**src/hw/rtl/assert_macros.svh**
```systemverilog
// Assertion macros shared by the RTL files of the alpha/rate update block.
`ifndef ASSERT_MACROS_SVH
`define ASSERT_MACROS_SVH

// Check a property at every clock edge outside reset.
`define ASSERT_AT_CLK(label, prop, msg) \
	label: assert property (@(posedge clk) disable iff (!arst_n) (prop)) else $error(msg);

// Check that a condition in one cycle is followed by another in the next cycle.
`define ASSERT_NEXT(label, ante, cons, msg) \
	label: assert property (@(posedge clk) disable iff (!arst_n) (ante) |=> (cons)) \
		else $error(msg);

`endif

```
**src/hw/rtl/earu_pkg.sv**
```systemverilog
// Types, constants, control codes and root table of the alpha/rate update block.
package earu_pkg;

	localparam int FRAC_BITS = 16;
	localparam int RATE_BITS = 40;
	localparam int WORK_BITS = 30;

	localparam int FRAC_W = FRAC_BITS + 1;
	localparam int WORK_W = WORK_BITS + 1;
	localparam int CNT_W  = $clog2(FRAC_BITS);
	localparam int K_W    = $clog2(FRAC_BITS + 1);
	localparam int E_W    = FRAC_BITS + K_W;
	localparam int MUL_W  = 32;
	localparam int PROD_W = 2 * MUL_W;
	localparam int RLO_W  = RATE_BITS / 2;
	localparam int ACC_W  = RLO_W + FRAC_W;
	localparam int FULL_W = ACC_W + RLO_W + 1;
	localparam int EW_W   = 2 * FRAC_W;
	localparam int SH_W   = 6;

	localparam int CFG_IDX_W = 1;
	localparam int CFG_W     = RATE_BITS;

	localparam logic [FRAC_W-1:0]    ONE           = {1'b1, {FRAC_BITS{1'b0}}};
	localparam logic [EW_W-1:0]      HALF          = EW_W'(1) << (FRAC_BITS - 1);
	localparam logic [WORK_W-1:0]    W_ONE         = {1'b1, {WORK_BITS{1'b0}}};
	localparam logic [FRAC_W-1:0]    GAMMA_RST     = FRAC_W'(40960);
	localparam logic [RATE_BITS-1:0] INIT_RATE_RST = RATE_BITS'(10000000);

	// register indexes
	localparam logic [CFG_IDX_W-1:0] REG_GAMMA     = 1'd0;
	localparam logic [CFG_IDX_W-1:0] REG_INIT_RATE = 1'd1;

	// multiplier operand selects
	localparam logic [2:0] MUL_NONE = 3'd0;
	localparam logic [2:0] MUL_G1A  = 3'd1;
	localparam logic [2:0] MUL_GR   = 3'd2;
	localparam logic [2:0] MUL_MM   = 3'd3;
	localparam logic [2:0] MUL_WL   = 3'd4;
	localparam logic [2:0] MUL_VC   = 3'd5;
	localparam logic [2:0] MUL_RLO  = 3'd6;
	localparam logic [2:0] MUL_RHI  = 3'd7;

	// datapath actions
	localparam logic [3:0] ACT_NONE      = 4'd0;
	localparam logic [3:0] ACT_LATCH     = 4'd1;
	localparam logic [3:0] ACT_ACC_LOAD  = 4'd2;
	localparam logic [3:0] ACT_EWMA      = 4'd3;
	localparam logic [3:0] ACT_POW_INIT  = 4'd4;
	localparam logic [3:0] ACT_NORM      = 4'd5;
	localparam logic [3:0] ACT_SQ        = 4'd6;
	localparam logic [3:0] ACT_LOG_DONE  = 4'd7;
	localparam logic [3:0] ACT_E_DONE    = 4'd8;
	localparam logic [3:0] ACT_EXP_STEP  = 4'd9;
	localparam logic [3:0] ACT_EXP_DONE  = 4'd10;
	localparam logic [3:0] ACT_RATE_DONE = 4'd11;

	typedef struct packed {
		logic [2:0] mul;
		logic [3:0] act;
		logic       en;
	} ctl_t;

	typedef struct packed {
		logic marked;
		logic trivial;
		logic unnorm;
		logic loop;
	} stat_t;

	typedef logic [FRAC_BITS-1:0][WORK_BITS-1:0] root_tab_t;

	function automatic logic [63:0] isqrt64(logic [63:0] x_in);
		logic [63:0] x;
		logic [63:0] res;
		logic [63:0] b;
		x = x_in;
		res = '0;
		b = 64'd1 << 62;
		for (int n = 0; n < 32; n++) begin
			if (b != '0) begin
				if (x >= res + b) begin
					x = x - (res + b);
					res = (res >> 1) + b;
				end else begin
					res = res >> 1;
				end
				b = b >> 2;
			end
		end
		return res;
	endfunction

	// Entry i holds 2^(-2^-(FRAC_BITS-i)) with WORK_BITS fraction bits.
	function automatic root_tab_t build_roots();
		root_tab_t   tab;
		logic [63:0] c;
		c = 64'd1 << (WORK_BITS - 1);
		tab = '0;
		for (int j = 1; j <= FRAC_BITS; j++) begin
			c = isqrt64(c << WORK_BITS);
			tab[FRAC_BITS - j] = c[WORK_BITS-1:0];
		end
		return tab;
	endfunction

	localparam root_tab_t C_TAB = build_roots();

endpackage

```
**src/hw/rtl/ecn_alpha_rate_update.sv**
```systemverilog
// Top level of the marked-fraction estimate and tunnel rate update block.
//
//  channel  | handshake               | payload
//  ---------+-------------------------+------------------------------------------
//  cfg      | cfg_we (write, no wait) | cfg_index, cfg_data
//  in       | in_valid / in_ready     | marked_ratio, any_marked, weight
//  out      | out_valid / out_ready   | new_rate, new_alpha
//
// One request at a time runs a microcoded program on one shared 32x32 multiplier.
// An unmarked request skips the power and a trivial power skips both loops; a full power
// normalizes alpha (k = normalization shift of alpha, 1 to 16) and runs two 16-round loops.
// The next request can be taken as soon as the result is in the output register.
// Reset loads alpha with one and the rate with 10000000; an initial rate write reloads it.
// A stalled output holds only the final step; a new request still runs while the register is full.
`include "assert_macros.svh"

module ecn_alpha_rate_update import earu_pkg::*; (
	input  logic                  clk,
	input  logic                  arst_n,
	input  logic                  cfg_we,
	input  logic [CFG_IDX_W-1:0]  cfg_index,
	input  logic [CFG_W-1:0]      cfg_data,
	input  logic                  in_valid,
	output logic                  in_ready,
	input  logic [FRAC_W-1:0]     marked_ratio,
	input  logic                  any_marked,
	input  logic [FRAC_W-1:0]     weight,
	output logic                  out_valid,
	input  logic                  out_ready,
	output logic [RATE_BITS-1:0]  new_rate,
	output logic [FRAC_W-1:0]     new_alpha
);

	logic [FRAC_W-1:0]    gamma_q;
	logic                 cfg_rate_we;
	ctl_t                 ctl;
	stat_t                stat;
	logic [FRAC_W-1:0]    alpha;
	logic [RATE_BITS-1:0] rate_next;
	logic                 out_valid_q;
	logic [RATE_BITS-1:0] new_rate_q;
	logic [FRAC_W-1:0]    new_alpha_q;
	logic                 out_busy;
	logic                 out_load;

	// Configuration: gamma is kept raw and clamped at use.
	always_ff @(posedge clk or negedge arst_n) begin
		if (!arst_n) begin
			gamma_q <= GAMMA_RST;
		end else if (cfg_we && (cfg_index == REG_GAMMA)) begin
			gamma_q <= cfg_data[FRAC_W-1:0];
		end
	end

	// The initial rate goes straight into the rate state.
	assign cfg_rate_we = cfg_we && (cfg_index == REG_INIT_RATE);

	// Output register is busy while it holds a result nobody takes this cycle.
	assign out_busy = out_valid_q && !out_ready;
	assign out_load = ctl.en && (ctl.act == ACT_RATE_DONE);

	earu_seq u_seq (
		.clk      (clk),
		.arst_n   (arst_n),
		.in_valid (in_valid),
		.out_busy (out_busy),
		.stat     (stat),
		.ctl      (ctl),
		.in_ready (in_ready)
	);

	earu_dp u_dp (
		.clk          (clk),
		.arst_n       (arst_n),
		.ctl          (ctl),
		.gamma        (gamma_q),
		.cfg_rate_we  (cfg_rate_we),
		.cfg_rate     (cfg_data[RATE_BITS-1:0]),
		.marked_ratio (marked_ratio),
		.any_marked   (any_marked),
		.weight       (weight),
		.stat         (stat),
		.alpha        (alpha),
		.rate_next    (rate_next)
	);

	// Set on the final program step, drop once the result is taken.
	always_ff @(posedge clk or negedge arst_n) begin
		if (!arst_n) begin
			out_valid_q <= 1'b0;
		end else if (out_load) begin
			out_valid_q <= 1'b1;
		end else if (out_ready) begin
			out_valid_q <= 1'b0;
		end
	end

	always_ff @(posedge clk) begin
		if (out_load) begin
			new_rate_q <= rate_next;
			new_alpha_q <= alpha;
		end
	end

	assign out_valid = out_valid_q;
	assign new_rate = new_rate_q;
	assign new_alpha = new_alpha_q;

	`ASSERT_AT_CLK(a_out_load_free, out_load |-> !out_busy, "result written over a pending one")
	`ASSERT_AT_CLK(a_alpha_bound, out_valid_q |-> (new_alpha_q <= ONE), "alpha above one")
	`ASSERT_NEXT(a_leave_idle, in_valid && in_ready, !in_ready, "sequencer stayed idle after a request")

endmodule

```
**src/hw/rtl/earu_seq.sv**
```systemverilog
// Microcode sequencer: step counter, control ROM and next-step logic.
`include "assert_macros.svh"

module earu_seq import earu_pkg::*; (
	input  logic  clk,
	input  logic  arst_n,
	input  logic  in_valid,
	input  logic  out_busy,
	input  stat_t stat,
	output ctl_t  ctl,
	output logic  in_ready
);

	localparam int PC_W = 5;

	localparam logic [1:0] HOLD_NONE = 2'd0;
	localparam logic [1:0] HOLD_IN   = 2'd1;
	localparam logic [1:0] HOLD_OUT  = 2'd2;

	localparam logic [2:0] J_NEVER    = 3'd0;
	localparam logic [2:0] J_ALWAYS   = 3'd1;
	localparam logic [2:0] J_UNMARKED = 3'd2;
	localparam logic [2:0] J_TRIVIAL  = 3'd3;
	localparam logic [2:0] J_UNNORM   = 3'd4;
	localparam logic [2:0] J_LOOP     = 3'd5;

	localparam logic [PC_W-1:0] ST_IDLE     = 5'd0;
	localparam logic [PC_W-1:0] ST_MUL_OLD  = 5'd1;
	localparam logic [PC_W-1:0] ST_MUL_NEW  = 5'd2;
	localparam logic [PC_W-1:0] ST_EWMA     = 5'd3;
	localparam logic [PC_W-1:0] ST_POW      = 5'd4;
	localparam logic [PC_W-1:0] ST_NORM     = 5'd5;
	localparam logic [PC_W-1:0] ST_SQ_MUL   = 5'd6;
	localparam logic [PC_W-1:0] ST_SQ_STEP  = 5'd7;
	localparam logic [PC_W-1:0] ST_LOG_DONE = 5'd8;
	localparam logic [PC_W-1:0] ST_WL_MUL   = 5'd9;
	localparam logic [PC_W-1:0] ST_E_DONE   = 5'd10;
	localparam logic [PC_W-1:0] ST_EXP_MUL  = 5'd11;
	localparam logic [PC_W-1:0] ST_EXP_STEP = 5'd12;
	localparam logic [PC_W-1:0] ST_EXP_DONE = 5'd13;
	localparam logic [PC_W-1:0] ST_RATE_LO  = 5'd14;
	localparam logic [PC_W-1:0] ST_RATE_HI  = 5'd15;
	localparam logic [PC_W-1:0] ST_RATE     = 5'd16;
	localparam logic [PC_W-1:0] ST_LAST     = ST_RATE;

	typedef struct packed {
		logic [1:0]      hold;
		logic [2:0]      jmp;
		logic [PC_W-1:0] tgt;
		logic [2:0]      mul;
		logic [3:0]      act;
	} uword_t;

	function automatic uword_t rom(logic [PC_W-1:0] a);
		uword_t w;
		w = '{hold: HOLD_NONE, jmp: J_NEVER, tgt: ST_IDLE, mul: MUL_NONE, act: ACT_NONE};
		unique case (a)
			ST_IDLE: begin
				w.hold = HOLD_IN;
				w.act = ACT_LATCH;
			end
			ST_MUL_OLD:  w.mul = MUL_G1A;
			ST_MUL_NEW: begin
				w.mul = MUL_GR;
				w.act = ACT_ACC_LOAD;
			end
			ST_EWMA: begin
				w.act = ACT_EWMA;
				w.jmp = J_UNMARKED;
				w.tgt = ST_RATE_LO;
			end
			ST_POW: begin
				w.act = ACT_POW_INIT;
				w.jmp = J_TRIVIAL;
				w.tgt = ST_RATE_LO;
			end
			ST_NORM: begin
				w.act = ACT_NORM;
				w.jmp = J_UNNORM;
				w.tgt = ST_NORM;
			end
			ST_SQ_MUL:   w.mul = MUL_MM;
			ST_SQ_STEP: begin
				w.act = ACT_SQ;
				w.jmp = J_LOOP;
				w.tgt = ST_SQ_MUL;
			end
			ST_LOG_DONE: w.act = ACT_LOG_DONE;
			ST_WL_MUL:   w.mul = MUL_WL;
			ST_E_DONE:   w.act = ACT_E_DONE;
			ST_EXP_MUL:  w.mul = MUL_VC;
			ST_EXP_STEP: begin
				w.act = ACT_EXP_STEP;
				w.jmp = J_LOOP;
				w.tgt = ST_EXP_MUL;
			end
			ST_EXP_DONE: w.act = ACT_EXP_DONE;
			ST_RATE_LO:  w.mul = MUL_RLO;
			ST_RATE_HI: begin
				w.mul = MUL_RHI;
				w.act = ACT_ACC_LOAD;
			end
			ST_RATE: begin
				w.hold = HOLD_OUT;
				w.act = ACT_RATE_DONE;
				w.jmp = J_ALWAYS;
				w.tgt = ST_IDLE;
			end
			default: begin
				w.jmp = J_ALWAYS;
				w.tgt = ST_IDLE;
			end
		endcase
		return w;
	endfunction

	logic [PC_W-1:0] pc_q;
	uword_t          uw;
	logic            hold;
	logic            jump;

	assign uw = rom(pc_q);

	always_comb begin
		hold = ((uw.hold == HOLD_IN) && !in_valid) || ((uw.hold == HOLD_OUT) && out_busy);
		unique case (uw.jmp)
			J_NEVER:    jump = 1'b0;
			J_ALWAYS:   jump = 1'b1;
			J_UNMARKED: jump = !stat.marked;
			J_TRIVIAL:  jump = stat.trivial;
			J_UNNORM:   jump = stat.unnorm;
			J_LOOP:     jump = stat.loop;
			default:    jump = 1'b0;
		endcase
	end

	always_ff @(posedge clk or negedge arst_n) begin
		if (!arst_n) begin
			pc_q <= ST_IDLE;
		end else if (!hold) begin
			pc_q <= jump ? uw.tgt : pc_q + PC_W'(1);
		end
	end

	assign ctl.mul = uw.mul;
	assign ctl.act = uw.act;
	assign ctl.en = !hold;
	assign in_ready = (pc_q == ST_IDLE);

	`ASSERT_AT_CLK(a_pc_range, pc_q <= ST_LAST, "step counter left the program")
	`ASSERT_AT_CLK(a_hold_steps, !ctl.en |-> ((pc_q == ST_IDLE) || (pc_q == ST_RATE)), "stall outside a waiting step")
	`ASSERT_NEXT(a_accept_step, in_valid && in_ready, pc_q == ST_MUL_OLD, "program did not start after a request")

endmodule

```
**src/hw/rtl/earu_dp.sv**
```systemverilog
// Datapath: shared multiplier, work registers, alpha and rate state.
module earu_dp import earu_pkg::*; (
	input  logic                  clk,
	input  logic                  arst_n,
	input  ctl_t                  ctl,
	input  logic [FRAC_W-1:0]     gamma,
	input  logic                  cfg_rate_we,
	input  logic [RATE_BITS-1:0]  cfg_rate,
	input  logic [FRAC_W-1:0]     marked_ratio,
	input  logic                  any_marked,
	input  logic [FRAC_W-1:0]     weight,
	output stat_t                 stat,
	output logic [FRAC_W-1:0]     alpha,
	output logic [RATE_BITS-1:0]  rate_next
);

	logic [FRAC_W-1:0]    g_c;
	logic [FRAC_W-1:0]    ratio_q;
	logic [FRAC_W-1:0]    w_q;
	logic                 marked_q;
	logic [FRAC_W-1:0]    alpha_q;
	logic [FRAC_W-1:0]    p_q;
	logic [RATE_BITS-1:0] rate_q;
	logic [WORK_W-1:0]    m_q;
	logic [K_W-1:0]       k_q;
	logic [FRAC_BITS-1:0] frac_q;
	logic [CNT_W-1:0]     cnt_q;
	logic [E_W-1:0]       e_q;
	logic [PROD_W-1:0]    prod_q;
	logic [ACC_W-1:0]     acc_q;

	logic [MUL_W-1:0]     mul_a;
	logic [MUL_W-1:0]     mul_b;
	logic [FRAC_W-1:0]    f_sel;
	logic [EW_W-1:0]      ewma_sum;
	logic [EW_W-FRAC_BITS-1:0] ewma_val;
	logic [FRAC_W-1:0]    alpha_new;
	logic [WORK_W:0]      sq_t;
	logic [WORK_W-1:0]    vc_t;
	logic [FRAC_BITS-1:0] e_frac;
	logic [SH_W-1:0]      exp_sh;
	logic [WORK_W-1:0]    exp_val;
	logic [FULL_W-1:0]    full;
	logic [RATE_BITS-1:0] dec;
	logic [RATE_BITS:0]   inc;
	logic [RATE_BITS:0]   sum;

	assign g_c = (gamma > ONE) ? ONE : gamma;
	assign f_sel = marked_q ? p_q : w_q;

	always_comb begin
		mul_a = '0;
		mul_b = '0;
		unique case (ctl.mul)
			MUL_NONE: ;
			MUL_G1A: begin
				mul_a = MUL_W'(ONE - g_c);
				mul_b = MUL_W'(alpha_q);
			end
			MUL_GR: begin
				mul_a = MUL_W'(g_c);
				mul_b = MUL_W'(ratio_q);
			end
			MUL_MM: begin
				mul_a = MUL_W'(m_q);
				mul_b = MUL_W'(m_q);
			end
			MUL_WL: begin
				mul_a = MUL_W'(w_q);
				mul_b = MUL_W'(e_q);
			end
			MUL_VC: begin
				mul_a = MUL_W'(m_q);
				mul_b = MUL_W'(C_TAB[cnt_q]);
			end
			MUL_RLO: begin
				mul_a = MUL_W'(rate_q[RLO_W-1:0]);
				mul_b = MUL_W'(f_sel);
			end
			MUL_RHI: begin
				mul_a = MUL_W'(rate_q[RATE_BITS-1:RLO_W]);
				mul_b = MUL_W'(f_sel);
			end
		endcase
	end

	// EWMA with rounding; the result cannot pass one but clamp it anyway
	assign ewma_sum = EW_W'(acc_q) + EW_W'(prod_q) + HALF;
	assign ewma_val = ewma_sum[EW_W-1:FRAC_BITS];
	assign alpha_new = (ewma_val > (EW_W-FRAC_BITS)'(ONE)) ? ONE : ewma_val[FRAC_W-1:0];

	assign sq_t = prod_q[2*WORK_BITS+1:WORK_BITS];
	assign vc_t = prod_q[2*WORK_BITS:WORK_BITS];
	assign e_frac = e_q[FRAC_BITS-1:0];
	assign exp_sh = SH_W'(WORK_BITS - FRAC_BITS) + SH_W'(e_q[E_W-1:FRAC_BITS]);
	assign exp_val = m_q >> exp_sh;

	// rate * factor from the two partial products
	assign full = FULL_W'({prod_q[ACC_W-1:0], {RLO_W{1'b0}}}) + FULL_W'(acc_q);
	assign dec = full[FRAC_BITS+1 +: RATE_BITS];
	assign inc = full[FRAC_BITS +: RATE_BITS+1];
	assign sum = {1'b0, rate_q} + inc;
	assign rate_next = marked_q ? (rate_q - dec)
		: (sum[RATE_BITS] ? {RATE_BITS{1'b1}} : sum[RATE_BITS-1:0]);

	always_ff @(posedge clk or negedge arst_n) begin
		if (!arst_n) begin
			alpha_q <= ONE;
			rate_q <= INIT_RATE_RST;
		end else begin
			if (ctl.en && (ctl.act == ACT_EWMA)) begin
				alpha_q <= alpha_new;
			end
			if (cfg_rate_we) begin
				rate_q <= cfg_rate;
			end else if (ctl.en && (ctl.act == ACT_RATE_DONE)) begin
				rate_q <= rate_next;
			end
		end
	end

	always_ff @(posedge clk) begin
		if (ctl.en && (ctl.mul != MUL_NONE)) begin
			prod_q <= PROD_W'(mul_a) * PROD_W'(mul_b);
		end
		if (ctl.en) begin
			unique case (ctl.act)
				ACT_LATCH: begin
					ratio_q <= (marked_ratio > ONE) ? ONE : marked_ratio;
					w_q <= (weight > ONE) ? ONE : weight;
					marked_q <= any_marked;
				end
				ACT_ACC_LOAD: acc_q <= prod_q[ACC_W-1:0];
				ACT_POW_INIT: begin
					p_q <= ((w_q != '0) && (alpha_q == '0)) ? '0 : ONE;
					m_q <= WORK_W'(alpha_q) << (WORK_BITS - FRAC_BITS);
					k_q <= '0;
					frac_q <= '0;
					cnt_q <= CNT_W'(FRAC_BITS - 1);
				end
				ACT_NORM: begin
					if (!m_q[WORK_BITS]) begin
						m_q <= m_q << 1;
						k_q <= k_q + K_W'(1);
					end
				end
				ACT_SQ: begin
					if (sq_t[WORK_BITS+1]) begin
						m_q <= sq_t[WORK_BITS+1:1];
						frac_q[cnt_q] <= 1'b1;
					end else begin
						m_q <= sq_t[WORK_BITS:0];
					end
					cnt_q <= cnt_q - CNT_W'(1);
				end
				ACT_LOG_DONE: e_q <= {k_q, {FRAC_BITS{1'b0}}} - E_W'(frac_q);
				ACT_E_DONE: begin
					e_q <= prod_q[FRAC_BITS +: E_W];
					m_q <= W_ONE;
					cnt_q <= CNT_W'(FRAC_BITS - 1);
				end
				ACT_EXP_STEP: begin
					if (e_frac[cnt_q]) begin
						m_q <= vc_t;
					end
					cnt_q <= cnt_q - CNT_W'(1);
				end
				ACT_EXP_DONE: p_q <= exp_val[FRAC_W-1:0];
				default: ;
			endcase
		end
	end

	assign stat.marked = marked_q;
	assign stat.trivial = (w_q == '0) || (alpha_q == '0) || (alpha_q == ONE);
	assign stat.unnorm = !m_q[WORK_BITS];
	assign stat.loop = (cnt_q != '0);
	assign alpha = alpha_q;

endmodule

```
**config.mk**
```make
export PLATFORM = sky130hd
export DESIGN_NAME = ecn_alpha_rate_update
export DESIGN_NICKNAME = d
export VERILOG_FILES = /design/src/hw/rtl/earu_pkg.sv /design/src/hw/rtl/ecn_alpha_rate_update.sv /design/src/hw/rtl/earu_seq.sv /design/src/hw/rtl/earu_dp.sv
export VERILOG_INCLUDE_DIRS = /design/src /design/src/hw/rtl
export SDC_FILE = /design/constraint.sdc
export NUM_CORES = 2
export LEC_CHECK = 0
export BUFFER_PORTS_ARGS = -buffer_cell sky130_fd_sc_hd__buf_2
export CAP_MARGIN = 20
export CORE_UTILIZATION = 55
export DETAILED_ROUTE_END_ITERATION = 12
export PLACE_DENSITY = 0.83
export SYNTH_ARGS = -nofsm -noshare
export SYNTH_HDL_FRONTEND = slang
export SYNTH_SLANG_ARGS = --single-unit
```
**constraint.sdc**
```tcl
create_clock -name clk -period 12.2 [get_ports clk]
set_clock_uncertainty 0.15 [all_clocks]
set_input_delay 0.61 -clock clk [delete_from_list [all_inputs] [get_ports clk]]
set_output_delay 0.61 -clock clk [all_outputs]
set_load 0.005 [all_outputs]
```
## Word-level counts from Yosys, hierarchy flattened

Memory sizes are Yosys's and may differ from the RTL's. A register that Yosys moved wholly into a read port is not among the register bits.
Cells that the tools add are included.
W data, S select, Z words.

| storage, ports and cells | value |
|---|---|
| bits in registers | 365 |
| ROM bits | 480 |
| memories kept | 1 |
| output and inout port bits | 59 |

| cells by class | value |
|---|---|
| bitwise logic cells | 3 |
| equality and inequality tests | 45 |
| shifts and indexed selects | 1 |
| reductions and logical operators | 47 |
| magnitude comparators | 6 |
| add/subtract/negate cells | 11 |
| multipliers | 1 |
| multiplexer cells | 35 |

Memory list:

| memory | words | width | read ports | clocked after memory_dff | wr ports | line | RTL |
|---|---|---|---|---|---|---|---|
| (name not given) | 16 | 30 | 1 | 1 | 0 | earu_dp.sv:74 | `mul_b = MUL_W'(C_TAB[cnt_q]);` |

Operators by type and width:

| operator | number |
|---|---|
| $pmux W32 S6 | 1 |
| $pmux W31 S6 | 1 |
| $mux W40 | 4 |
| $pmux W31 S5 | 1 |
| $mux W31 | 3 |
| $mux W17 | 4 |
| $mul A32 B31 Y62 | 1 |
| $add A57 B37 Y57 | 1 |
| $gt A17 B17 Y1 const B | 3 |
| $pmux W8 S6 | 1 |
| $pmux W4 S11 | 1 |
| $pmux W21 S2 | 1 |
| $add A40 B41 Y41 | 1 |
| $eq A5 B4 Y1 const B | 8 |
| $sub A40 B40 Y40 | 1 |
| $add A34 B16 Y34 const B | 1 |
| $add A34 B34 Y34 | 1 |
| $logic_not A17 Y1 | 2 |
| $pmux W17 S2 | 1 |
| $pmux W16 S2 | 1 |
| $shr A31 B6 Y17 | 1 |
| $mux W30 | 1 |
| $pmux W3 S7 | 1 |
| $sub A21 B16 Y21 | 1 |
| other kinds (49) | 107 |

## Longest topological paths before layout

| logic depth | value |
|---|---|
| depth in word-level cells | 9 |
| depth in mapped cells | 44 |

## Cells and area by module

From an unflattened synthesis, not the netlist that was laid out.

| second synthesis, totals | value |
|---|---|
| cells, all modules | 6180 |
| area total of the unflattened synthesis | 57123.5 µm² |

Modules (own cells, without submodules):

| module | cells an instance | area each (µm²) | instances | seq. area each (µm²) |
|---|---|---|---|---|
| earu_dp | 5976 | 53899.2 | 1 | 8864.8 |
| ecn_alpha_rate_update | 101 | 2474.9 | 1 | 2164.6 |
| earu_seq | 103 | 749.5 | 1 | 125.1 |

## Worst setup path after synthesis

OpenSTA, ideal clock, no wires.

| timing path | value |
|---|---|
| path type | register -> register |
| start point | register u_seq.pc_q[0] |
| end point | register u_dp.prod_q[58] (data pin) |
| path slack | 2074 ps |
| arrival | 9712 ps |
| period minus slack after synthesis | 10126 ps |
| required time | 11786 ps |
| setup time | 264 ps |
| stages on the path, launching flop included | 38 |
| cells stage by stage | dfrtp_1 -> ha_1 -> buf_2 -> and3_1 -> ha_1 -> nor2_1 -> and3_1 -> clkbuf_1 -> or2_2 -> buf_2 -> buf_2 -> buf_2 -> and2_1 -> clkbuf_1 -> clkbuf_1 -> nand2_1 -> fa_1 -> inv_1 -> [... 2 more ...] -> fa_1 -> inv_1 -> fa_1 -> fa_1 -> fa_1 -> fa_1 -> fa_1 -> ha_1 -> inv_1 -> or4_1 -> or2_0 -> o22ai_1 -> a21oi_1 -> a21boi_1 -> a31oi_1 -> a211oi_1 -> a221oi_1 -> xnor2_1 |

| on the way | value |
|---|---|
| word-level cells in the longest chain between the ends | 6 |
| elaborated cells between the ends (all ways) | 20 |

Ends and longest elaborated chain:

| element | line | RTL |
|---|---|---|
| start, declared | earu_seq.sv:117 | `logic [PC_W-1:0] pc_q;` |
| start signal, assigned | earu_seq.sv:141 | `pc_q <= jump ? uw.tgt : pc_q + PC_W'(1);` |
| $eq A5 B4 Y1 (tied with other cells) | earu_seq.sv:57 | `unique case (a)` |
| $pmux W3 S7 * | earu_seq.sv:57 |  |
| $eq A3 B2 Y1 / $eq A3 B3 Y1 (equally long branches) | earu_dp.sv:54 | `unique case (ctl.mul)` |
| $reduce_or A2 Y1 (no source line) | - |  |
| $pmux W32 S6 / $pmux W31 S6 (equally long branches) | earu_dp.sv:54 |  |
| $mul A32 B31 Y62 * | earu_dp.sv:124 | `prod_q <= PROD_W'(mul_a) * PROD_W'(mul_b);` |
| end signal, assigned | earu_dp.sv:124 |  |
| end, declared | earu_dp.sv:29 | `logic [PROD_W-1:0] prod_q;` |

Mark *: on every way between the ends. The rest lies on a longest branch, timed or not.
A chain may end at the register's enable or synchronous reset.

## Worst setup path after layout

| timing path | value |
|---|---|
| start point | register u_seq.pc_q[1] |
| end point | register u_dp.prod_q[57] (data pin) |

Same word-level chain as after synthesis.

==> reports/results.ini <==
[run_status]
outcome = finished, final reports clean

[route]
vias_per_cell = 6.253
wirelength_um = 204200
drt_iter0_markers = 5655
postRouteAntennaNets = 0
route.detailed.drc = 0
drtPass1Iterations = 10
routedWlPerCell_um = 26.02
vias = 49067

[logic_synthesis]
yosys_warnings = 0
seq_area_frac_synth_pct = 19.35
syn_inst = 6349
asyncSetResetFlopFracSynth_pct = 20.30
synth_top_family_by_area = adder cells
synthMuxAreaShare_pct = 1.482
synth_compound_area_share_pct = 12.97
syn_avg_cell_area_um2 = 9.081
syn-cell-area_mm2 = 0.05766
synth_edf_count = 285
ys_ff_latch = 394
synth_cell_type_count = 114
synth-simple-area-share_pct = 14.54
synthAdderAreaFrac_pct = 39.47
synth-main-ff-cell = edfxtp_1
synthXorXnorAreaFrac_pct = 3.281

[timing]
worstMarginPinSlew_ns = 1.098
fin_tns_setup_ns = 0
setup_ws_ns = 0.3428
drv_slew = 0
finalHoldViolCount = 0
setup_viol = 0
relSlewSlack_pct = 26.45
max_freq_mhz = 84.34
period_share_pct = 97.19
fin_hold_ws_ns = 0.02631
period_minus_slack_ns = 11.86
rsz0062_at_grt = false

[floorplanning]
core-area_mm2 = 0.1038
io_pins = 140
die_area_mm2 = 0.1061
initial_core_util_pct = 55.55
die_w_um = 325.8
die_height_um = 325.8
row_count = 118

[place]
post-place-ws_ns = 0.3961
hpwl_um = 165200
place.gp.congestion = 1.083
portBuffers = 139

[pwr]
p_per_area_mw_per_mm2 = 287.6
leakage_nw = 28.50
p_total_mw = 17.87
ir_drop_mv = 0.2833

[worst_hold_path]
hp-class = primary input to flip-flop

[global_routing]
antenna_found_initial = 15
grt_overflow = 0
track_usage_pct = 38.52
grt_pass1_wl_um = 304300
grt_pass1_vias = 49293
grt_max_degree = 77

[setup_path]
path_delay_family = adder cells
critical_path_arrival_ns = 12.07
cpMaxStageDelayCell = o21ai_2
cpMostUsedCell = fa_1
cp_max_fo = 20
setup.worst_path.class = flip-flop to flip-flop
worstSetupEndpointType = flip-flop
critical_path_buf_inv_count = 7
max_stage_delay_ns = 0.85
critPathRequiredTime_ns = 12.41
worstSetupStartpointType = flip-flop

[layout]
num-fill-cells = 8752
final_util_pct = 59.86
seq_area_mm2 = 0.01115
final_nets = 7799
multi_input_area_mm2 = 0.04170
drive_above_1_share_pct = 8.502
syn2layout_area_growth_pct = 7.758

[clocking]
cts_tree = done
numCtsBuffers = 45
cts.sinks = 394
cts.path.max_buffers = 3
clock_latency_ns = 0.62
cts_root_buf = clkbuf_16
htreeDepth = 2
path_clk_slew_ns = 0.06

[run]
maxCapViolations = 0

synthesized netlist by cell type (29+ instances only):
| library cell | instances | share of area [%] |
|---|---|---|
| xnor2_1 | 123 | 1.9 |
| edfxtp_1 | 285 | 15 |
| buf_2 | 51 | 0.44 |
| nand2b_1 | 48 | 0.52 |
| a21oi_1 | 317 | 2.8 |
| nand3_1 | 51 | 0.44 |
| nor2b_1 | 63 | 0.68 |
| nor2_1 | 665 | 4.3 |
| ha_1 | 430 | 9.3 |
| inv_1 | 1002 | 6.5 |
| xor2_1 | 93 | 1.4 |
| nor3_1 | 50 | 0.43 |
| dfxtp_1 | 29 | 1.0 |
| mux2i_1 | 46 | 0.80 |
| clkbuf_1 | 250 | 1.6 |
| fa_1 | 868 | 30 |
| a22oi_1 | 96 | 1.2 |
| o21ai_0 | 185 | 1.6 |
| a211oi_1 | 41 | 0.53 |
| and2_1 | 50 | 0.54 |
| o21a_1 | 36 | 0.47 |
| nand4_1 | 40 | 0.43 |
| a21o_1 | 107 | 1.4 |
| nand2_1 | 804 | 5.2 |
| dfrtp_1 | 69 | 3.0 |
timing repair:
item	CTS	global route
setup buffers	0	3
gates resized for setup	0	1
hold buffers	1	0
endpoints found under the setup margin	0	2
endpoints found under the hold margin	10	0
flip-flops by register name, indices dropped and copies added, names as in the netlist, named ones only:
signal         cells
u_dp.rate_q       40
u_dp.prod_q       62
u_dp.w_q          17
u_dp.e_q          21
u_dp.m_q          31
u_dp.frac_q       16
u_dp.ratio_q      17
u_seq.pc_q         5
u_dp.alpha        17
u_dp.cnt_q         4
gamma_q           17
u_dp.marked_q      1
new_rate          40
new_alpha         17
u_dp.acc_q        37
u_dp.p_q          17
u_dp.k_q           5
out_valid          1
cells by family (layout without fill, tap and decap cells):
logic type               Yosys count  count (layout)
XOR/XNOR                         216             216
adder cells (fa/ha/maj)         1298            1298
other                              2              40
AND/OR/NAND/NOR                 1922            1922
buffers and inverters           1333            1413
flip-flops                       394             394
multiplexers                      75              75
AO/OA/AOI/OAI                   1109            1109
layer usage:
layer,wire length (µm),global-route usage [%],vias up
met2,89390,58.58,3189
li1,-,-,20853
met3,25390,10.83,814
met4,16050,24.71,8
met1,73290,48.39,24203
met5,48,0,-
worst reg2reg max path, delay by kind of cell (launching register included):
family,cells,cell delay (ns)
simple gates,7,2.10
flops,1,0.43
compound gates,8,2.87
fa+ha+maj,10,4.77
xor+xnor,1,0.11
buf+inv,7,1.20
cells in the final DEF (no fill, tap or decap), types with 46 or more instances in the layout:
master,n
dfrtp_1,69
and2_1,50
edfxtp_1,285
a21o_1,107
nand3_1,51
inv_1,1001
nor3_1,46
buf_2,138
nand2_1,803
fa_1,868
mux2i_1,46
nor2_1,661
buf_4,182
nand2b_1,48
ha_1,430
xnor2_1,123
xor2_1,93
o21ai_0,177
nor2b_1,62
a21oi_1,317
a22oi_1,94
worst paths after layout:
| check | slack [ns] | start | to | cells after the start |
|---|---|---|---|---|
| min in group asynchronous | 0.24 | arst_n | out_valid | 2 |
| setup reg to reg | 0.34 | u_seq.pc_q[1] | u_dp.prod_q[57] | 33 |
| max in group asynchronous | 10.37 | arst_n | gamma_q[2] | 3 |
| hold reg to reg | 0.42 | u_dp.prod_q[5] | u_dp.acc_q[5] | 0 |
| setup / recovery | 0.34 | u_seq.pc_q[1] | u_dp.prod_q[57] | 33 |
| hold / removal | 0.03 | any_marked | u_dp.marked_q | 1 |
cell type report:
type                       count  share of cell area, %
sequential                   394                  17.95
antenna                       10                0.04028
multi-input combinational   4650                  67.11
clock inverter                36                 0.7773
clock buffer                  48                  1.863
inverter                    1004                  6.066
timing repair buffer         325                  3.413
tap                         1380                  2.779
through the flow:
stage / cells / cell area, µm²
final: 7847 / 62130
after floorplan: 6377 / 57760
after global routing: 7838 / 62110
after CTS: 7834 / 62080
after global placement: 7746 / 60400
after detailed placement: 7749 / 60430
report_power, final:
| group | switching (mW) | internal [mW] |
|---|---|---|
| Sequential | 0.767 | 2.32 |
| Clock | 0.620 | 0.890 |
| Combinational | 8.66 | 4.62 |
No activity file was read; power rests on OpenSTA's default activity.
